--- src/rtl/rvex_pkg.sv ---
`default_nettype none

package rvex_pkg;

	localparam int unsigned XLEN     = 32;
	localparam int unsigned NUM_REGS = 32;
	localparam int unsigned REG_AW   = $clog2(NUM_REGS);
	localparam int unsigned IMM_W    = 20;
	localparam int unsigned OP_W     = 5;
	localparam int unsigned LANES_W  = 4;

	// The data store index is the low address bits, so the depth is a power of two.
	localparam int unsigned DMEM_DEPTH = 1024;
	localparam int unsigned DMEM_AW    = $clog2(DMEM_DEPTH);

	// Packed stream widths, rounded up to whole bytes.
	localparam int unsigned IN_BITS  = OP_W + 3 * REG_AW + IMM_W;
	localparam int unsigned IN_W     = ((IN_BITS + 7) / 8) * 8;
	localparam int unsigned OUT_BITS = 3 * XLEN + 1 + LANES_W;
	localparam int unsigned OUT_W    = ((OUT_BITS + 7) / 8) * 8;

	localparam logic [LANES_W-1:0] LANES_NONE = 4'h0;
	localparam logic [LANES_W-1:0] LANES_BYTE = 4'h1;
	localparam logic [LANES_W-1:0] LANES_HALF = 4'h3;
	localparam logic [LANES_W-1:0] LANES_WORD = 4'hF;

	typedef enum logic [OP_W-1:0] {
		OP_SB    = 5'd0,
		OP_SH    = 5'd1,
		OP_SW    = 5'd2,
		OP_LW    = 5'd3,
		OP_LH    = 5'd4,
		OP_LHU   = 5'd5,
		OP_LB    = 5'd6,
		OP_LBU   = 5'd7,
		OP_ADDI  = 5'd8,
		OP_SLTI  = 5'd9,
		OP_SLTIU = 5'd10,
		OP_ANDI  = 5'd11,
		OP_ORI   = 5'd12,
		OP_XORI  = 5'd13,
		OP_ADD   = 5'd14,
		OP_SUB   = 5'd15,
		OP_SLT   = 5'd16,
		OP_SLTU  = 5'd17,
		OP_AND   = 5'd18,
		OP_OR    = 5'd19,
		OP_XOR   = 5'd20,
		OP_SLL   = 5'd21,
		OP_SRL   = 5'd22,
		OP_SRA   = 5'd23,
		OP_SLLI  = 5'd24,
		OP_SRLI  = 5'd25,
		OP_SRAI  = 5'd26,
		OP_LUI   = 5'd27,
		OP_AUIPC = 5'd28
	} op_t;

	typedef struct packed {
		logic [XLEN-1:0]    store_data;
		logic [XLEN-1:0]    access_addr;
		logic [XLEN-1:0]    result;
		logic               is_write;
		logic [LANES_W-1:0] byte_lanes;
		logic               wb_en;
	} exec_t;

endpackage

`default_nettype wire

--- src/rtl/rvex_ram.sv ---
`default_nettype none

module rvex_ram #(
	parameter int unsigned WIDTH = 32,
	parameter int unsigned DEPTH = 32,
	localparam int unsigned AW = $clog2(DEPTH)
) (
	input  wire logic             clk,
	input  wire logic             we,
	input  wire logic [AW-1:0]    waddr,
	input  wire logic [WIDTH-1:0] wdata,
	input  wire logic             re,
	input  wire logic [AW-1:0]    raddr,
	output logic      [WIDTH-1:0] rdata
);

	logic [WIDTH-1:0] mem [DEPTH];
	logic [WIDTH-1:0] rdata_q;

	// A read at the address being written returns the old contents.
	always_ff @(posedge clk) begin
		if (we) begin
			mem[waddr] <= wdata;
		end
		if (re) begin
			rdata_q <= mem[raddr];
		end
	end

	assign rdata = rdata_q;

endmodule

`default_nettype wire

--- src/rtl/rvex_regfile.sv ---
`default_nettype none

module rvex_regfile (
	input  wire logic                          clk,
	input  wire logic                          arst_n,
	input  wire logic                          we,
	input  wire logic [rvex_pkg::REG_AW-1:0]   waddr,
	input  wire logic [rvex_pkg::XLEN-1:0]     wdata,
	input  wire logic [rvex_pkg::REG_AW-1:0]   raddr_a,
	input  wire logic [rvex_pkg::REG_AW-1:0]   raddr_b,
	output logic      [rvex_pkg::XLEN-1:0]     rdata_a,
	output logic      [rvex_pkg::XLEN-1:0]     rdata_b
);

	logic [rvex_pkg::NUM_REGS-1:0] vld_q;
	logic                          vld_a_q;
	logic                          vld_b_q;
	logic [rvex_pkg::XLEN-1:0]     ram_a;
	logic [rvex_pkg::XLEN-1:0]     ram_b;

	// Two copies of the array give two read ports; both take every write.
	rvex_ram #(.WIDTH(rvex_pkg::XLEN), .DEPTH(rvex_pkg::NUM_REGS)) u_ram_a (
		.clk   (clk),
		.we    (we),
		.waddr (waddr),
		.wdata (wdata),
		.re    (1'b1),
		.raddr (raddr_a),
		.rdata (ram_a)
	);

	rvex_ram #(.WIDTH(rvex_pkg::XLEN), .DEPTH(rvex_pkg::NUM_REGS)) u_ram_b (
		.clk   (clk),
		.we    (we),
		.waddr (waddr),
		.wdata (wdata),
		.re    (1'b1),
		.raddr (raddr_b),
		.rdata (ram_b)
	);

	// An entry never written since reset reads as zero, which also covers register zero.
	always_ff @(posedge clk or negedge arst_n) begin
		if (!arst_n) begin
			vld_q   <= '0;
			vld_a_q <= 1'b0;
			vld_b_q <= 1'b0;
		end else begin
			if (we) begin
				vld_q[waddr] <= 1'b1;
			end
			vld_a_q <= vld_q[raddr_a];
			vld_b_q <= vld_q[raddr_b];
		end
	end

	assign rdata_a = vld_a_q ? ram_a : '0;
	assign rdata_b = vld_b_q ? ram_b : '0;

endmodule

`default_nettype wire

--- config.mk ---
export PLATFORM = sky130hd
export DESIGN_NAME = rvex_regfile
export DESIGN_NICKNAME = d
export VERILOG_FILES = /design/src/rtl/rvex_pkg.sv /design/src/rtl/rvex_ram.sv /design/src/rtl/rvex_regfile.sv
export SDC_FILE = /design/constraint.sdc
export NUM_CORES = 1
export LEC_CHECK = 0
export ABC_CLOCK_PERIOD_IN_PS = 2800
export BUFFER_PORTS_ARGS = -buffer_cell sky130_fd_sc_hd__buf_2
export CAP_MARGIN = 20
export CORE_UTILIZATION = 55
export DETAILED_ROUTE_END_ITERATION = 12
export PLACE_DENSITY = 0.71
export SYNTH_ARGS = -nofsm -noshare
export SYNTH_HDL_FRONTEND = slang
export SYNTH_SLANG_ARGS = --single-unit
--- constraint.sdc ---
create_clock -name clk -period 2.8 [get_ports clk]
set_input_delay 0.84 -clock clk [delete_from_list [all_inputs] [get_ports clk]]
set_output_delay 0.84 -clock clk [all_outputs]
set_load 0.02 [all_outputs]
**Yosys cells after proc, flatten, opt, wreduce, memory -nomap -nowiden**

Memories as Yosys holds them, arrays and structs flattened. A register that Yosys moved wholly into a read port is not among the register bits.
Index checks and enable logic that the tools add are counted.

- Register bits after elaboration: 34
- Memory bits (writable): 2048
- Input port bits: 50
- Output and inout bits: 64
- Logic and storage cells: 21
- Memories kept: 2

Memory list:

| name | words | width | read ports | clocked after memory_dff | wr ports | line | text |
|---|---|---|---|---|---|---|---|
| u_ram_a.mem | 32 | 32 | 1 | 1 | 1 | rvex_ram.sv:17 | `logic [WIDTH-1:0] mem [DEPTH];` |
| u_ram_b.mem | 32 | 32 | 1 | 1 | 1 | rvex_ram.sv:17 |  |

- Magnitude comparators: 4
- Multiplexer cells: 10
- Bitwise logic cells: 1
- Reductions and logical operators: 1

Operators with widths:

| kind | count |
|---|---|
| 32-bit 2-to-1 mux | 2 |
| 32-bit bitwise OR | 1 |
| 5-bit by 6-bit < comparator with 1-bit output (second input constant) | 3 |
| 1-bit binary-select mux with 5-bit select | 2 |
| 1-bit demux with 5-bit select | 1 |
| 5-bit by 1-bit >= comparator with 1-bit output (second input constant) | 1 |
| 1-bit 2-to-1 mux | 5 |
| 1-bit logical AND | 1 |

**Logic depth before layout (Yosys ltp)**

- Word-level depth: 5
- Mapped depth: 8
- Mapped depth without buffers: 5

**Modules after synthesis**

Synthesis repeated with hierarchy kept, for this count alone.

- Cell total of the unflattened synthesis: 4756
- Area, all modules: 83891.7 um^2

By module, submodules not included:

| module | instances | cells each | area each (um^2) | seq. area each (um^2) |
|---|---|---|---|---|
| rvex_ram | 2 | 2260 | 40805.4 | 31710.4 |
| rvex_regfile | 1 | 236 | 2280.9 | 850.8 |

**Worst setup path before layout**

No wires, ideal clock.

- Path type: input to register
- Start: input waddr[0] (netlist bit)
- End: memory u_ram_b.mem[24][0] (enable)
- Setup time: 422 ps
- Arrival: 2872 ps
- Required time: 2378 ps
- Path slack: -494 ps
- Stages on the path: 3
- Path buffers: 1
- Cell sequence: or3b_2 clkbuf_1 nor2_1

RTL lines:

| what | line | text |
|---|---|---|
| from (decl) | rvex_regfile.sv:7 | `input wire logic [rvex_pkg::REG_AW-1:0] waddr,` |
| to (decl) | rvex_ram.sv:17 |  |

No word-level cell before the write port.

**Worst setup path in the final report**

- Start: register vld_b_q
- End: output rdata_b[4] (netlist bit)

- Cells in the longest elaborated chain, start to end: 1

Ends and longest elaborated chain:

| what | line | text |
|---|---|---|
| from (decl) | rvex_regfile.sv:17 | `logic vld_b_q;` |
| from (signal assigned) | rvex_regfile.sv:53 | `vld_b_q <= vld_q[raddr_b];` |
| 32-bit 2-to-1 mux | rvex_regfile.sv:58 | `assign rdata_b = vld_b_q ? ram_b : '0;` |
| to (decl) | rvex_regfile.sv:12 | `output logic [rvex_pkg::XLEN-1:0] rdata_b` |

No other way between the ends.

==> flow_metrics.py <==
metrics = {
    "routing": {
        "drc_errors": 0,
        "ant_nets": 0,
        "wl_per_cell_um": 30.1,
        "drtIter0Drc": 3944,
        "drt_wl_total_mm": 157,
        "drtPass1Iterations": 8,
        "via_per_inst": 6.66,
        "via_count": 34800,
    },
    "critical_path": {
        "crit_top_cell": "buf_4",
        "critPathLaunchType": "register",
        "slowest_delay_ps": 530,
        "worstSetupPathType": "reg -> out",
        "path_cells": "buf_4 > buf_4 > and2_1 > buf_2",
        "crit_slowest_cell": "dfrtp_4",
        "crit_arrival_ps": 1870,
        "cp-end-kind": "output pin",
        "worstPathMaxFanout": 8,
        "worst_ep_required_time_ps": 1960,
    },
    "power_and_ir_drop": {
        "power_mw": 38.0,
        "p_per_area_nw_per_um2": 635,
        "pwr-share-comb_pct": 10.0,
        "intPower_mw": 29.0,
        "pwr-share-seq_pct": 50.0,
        "leakagePower_nw": 22.8,
        "p_sw_share_pct": 23.6,
        "power_frac_clock_pct": 40.1,
        "vdd_drop_max_v": 0.000472,
        "p_sw_mw": 8.96,
    },
    "yosys": {
        "synth_largest_area_cell": "edfxtp_1",
        "syn-num-nets": 3715,
        "yosysSeqAreaShare_pct": 63.0,
        "yosys-top-cells-area": "edfxtp_1 59%, mux2i_1 20%, a22oi_1 2.8%",
        "synth_top_area_share_pct": 58.9,
        "synth_area_um2": 52200,
        "synth.avg_cell_area_um2": 14.2,
        "yosysWarningCount": 0,
        "ys_ff_latch": 1122,
        "yosysUniqueCellTypes": 27,
        "netlist_instances": 3665,
    },
    "placement": {
        "placement.io_buffers": 113,
        "place_area_um2": 56100,
        "post-place-ws_ps": 193,
        "dp_cells": 5001,
        "gp_congestion": 0.850,
        "detailed_place_hpwl_mm": 94.0,
    },
    "sta": {
        "holdWs_ps": 229,
        "setup_slack_ps": 88.7,
        "clock_skew_ps": 26.4,
        "rsz0062_at_grt": "no",
        "worstMarginPinSlew_ps": 778,
        "setup_tns_ps": 0,
        "finalCritPeriodShare_pct": 96.8,
        "slew_headroom_pct": 48.1,
        "finalSetupViolCount": 0,
        "finalHoldViolCount": 0,
        "min_period_ps": 2710,
        "slew_violations": 0,
        "max_clock_freq_mhz": 369,
    },
    "global_routing": {
        "grt_usage_pct": 32.3,
        "grt_remaining_overflow": 0,
        "antenna_found_initial": 13,
        "grt_max_degree": 45,
        "grt_pass1_wl_mm": 224,
        "grt_pass1_vias": 34300,
    },
    "clock_tree": {
        "clock_sink_count": 1122,
        "clockBufferDepth": 3,
        "htree_levels": 3,
        "path_clk_slew_ps": 60,
        "clock_latency_ps": 690,
        "cts_tree": "built",
        "cts_buffers": 113,
        "ctsHoldBuffers": 0,
        "clock_tree.root_cell": "clkbuf_16",
    },
    "final_layout": {
        "area_growth_pct": 14.7,
        "layout-drive-gt1-share_pct": 15.4,
        "final_util_pct": 63.9,
        "postLayoutCellArea_um2": 59800,
        "final_cell_mix": "1056 x mux2i_1, 1024 x edfxtp_1, 200 x nand2_1, 200 x nand3_1",
        "final_common_cell": "mux2i_1",
        "nets": 3914,
        "stdcell_count": 5217,
    },
    "job": {
        "cap_violations": 0,
    },
    "floorplan": {
        "initial_core_util_pct": 55.7,
        "die_x_um": 310,
        "core_area_um2": 93600,
        "die_h_um": 310,
        "dieArea_um2": 96100,
        "pin_count": 114,
        "std_cell_rows": 112,
    },
    "run_status": {
        "outcome": "finished clean",
    },
    "hold_path": {
        "min_path_type": "in -> async",
    },
}
[kinds of logic (layout without fill, tap and decap cells)]
family          count (synthesis)  in the layout  synth area share [%]
flops                        1122           1122                  63.0
simple gates                  620            620                  5.69
buf+inv                       273            570                  3.27
compound gates                594            594                  7.76
mux                          1056           1056                  20.3
other cells                     0              1                     0
[cell usage after synthesis]
master and instances:
nand3_1 200, or3_1 1, nor2_2 2, a22oi_1 198
and2_1 66, nand3b_1 5, clkbuf_4 4, or3b_2 2
or2_2 34, buf_1 21, a21oi_1 198, clkbuf_1 84
buf_2 68, buf_6 51, buf_4 41, dfrtp_1 34
dfxtp_1 64, nor2b_1 4, mux2i_1 1056, nor2_1 34
nand2b_1 4, a22o_1 132, nand2_1 202, edfxtp_1 1024
a31oi_1 66, nor3_1 66, buf_8 4
[final cells by class]
type                            instances  area [µm²]
Fill cell                            6903       33800
Sequential cell                      1122       32900
Multi-Input combinational cell       2270       17900
Timing Repair Buffer                  357        3760
Clock buffer                          146        3090
Tap cell                             1254        1570
Clock inverter                         67         634
Antenna cell                            1        2.50
[power groups by stage]
stage          Sequential (mW)  Clock, mW  Combinational, mW
2_1_floorplan             19.2          0               2.27
3_3_place_gp              19.3          0               3.64
3_5_place_dp              19.3          0               3.69
4_1_cts                   19.0       15.3               3.74
5_1_grt                   19.0       16.0               3.98
6_report                  19.0       15.2               3.79
[worst max-delay path, delay by kind of cell (launching register included)]
family | cells | cell delay [ps]
flip-flops | 1 | 530
buffers and inverters | 3 | 530
AND/OR/NAND/NOR | 1 | 140
[worst paths after layout]
kind | startpoint | to | slack [ps] | cells after the start
worst min-delay path | arst_n | vld_q[11]$_DFFE_PN0P_ | 230 | 1
min in group clk | vld_q[6]$_DFFE_PN0P_ | vld_q[6]$_DFFE_PN0P_ | 490 | 1
worst max-delay path | vld_b_q$_DFF_PN0_ | rdata_b[4] | 90 | 4
max in group asynchronous | arst_n | vld_b_q$_DFF_PN0_ | 1990 | 1
worst max register to register | u_ram_b.mem[0][6]$_DFFE_PP_ | u_ram_a.rdata[6]$_DFF_P_ | 1310 | 5
worst min register to register | vld_q[6]$_DFFE_PN0P_ | vld_q[6]$_DFFE_PN0P_ | 490 | 1
[sequential cells by signal (all words and copies together), names as in the netlist]
name	count
u_ram_a.mem	32
u_ram_a.rdata	32
u_ram_b.mem	992
u_ram_b.rdata	32
vld_a_q	1
vld_b_q	1
vld_q	32
[routing by layer]
metal	track usage [%]	routed length [µm]	up-vias
met5	0	91	-
met4	14.5	7190	14
met3	6.78	16700	417
met2	49.0	69700	2021
met1	45.0	63300	17600
li1	-	-	14700
[what timing repair did]
action	4_1_cts	5_1_grt
buffers inserted	2	0
endpoints found under the setup margin	3	0
resized for setup	1	0
No activity file was read; power rests on OpenSTA's default activity.
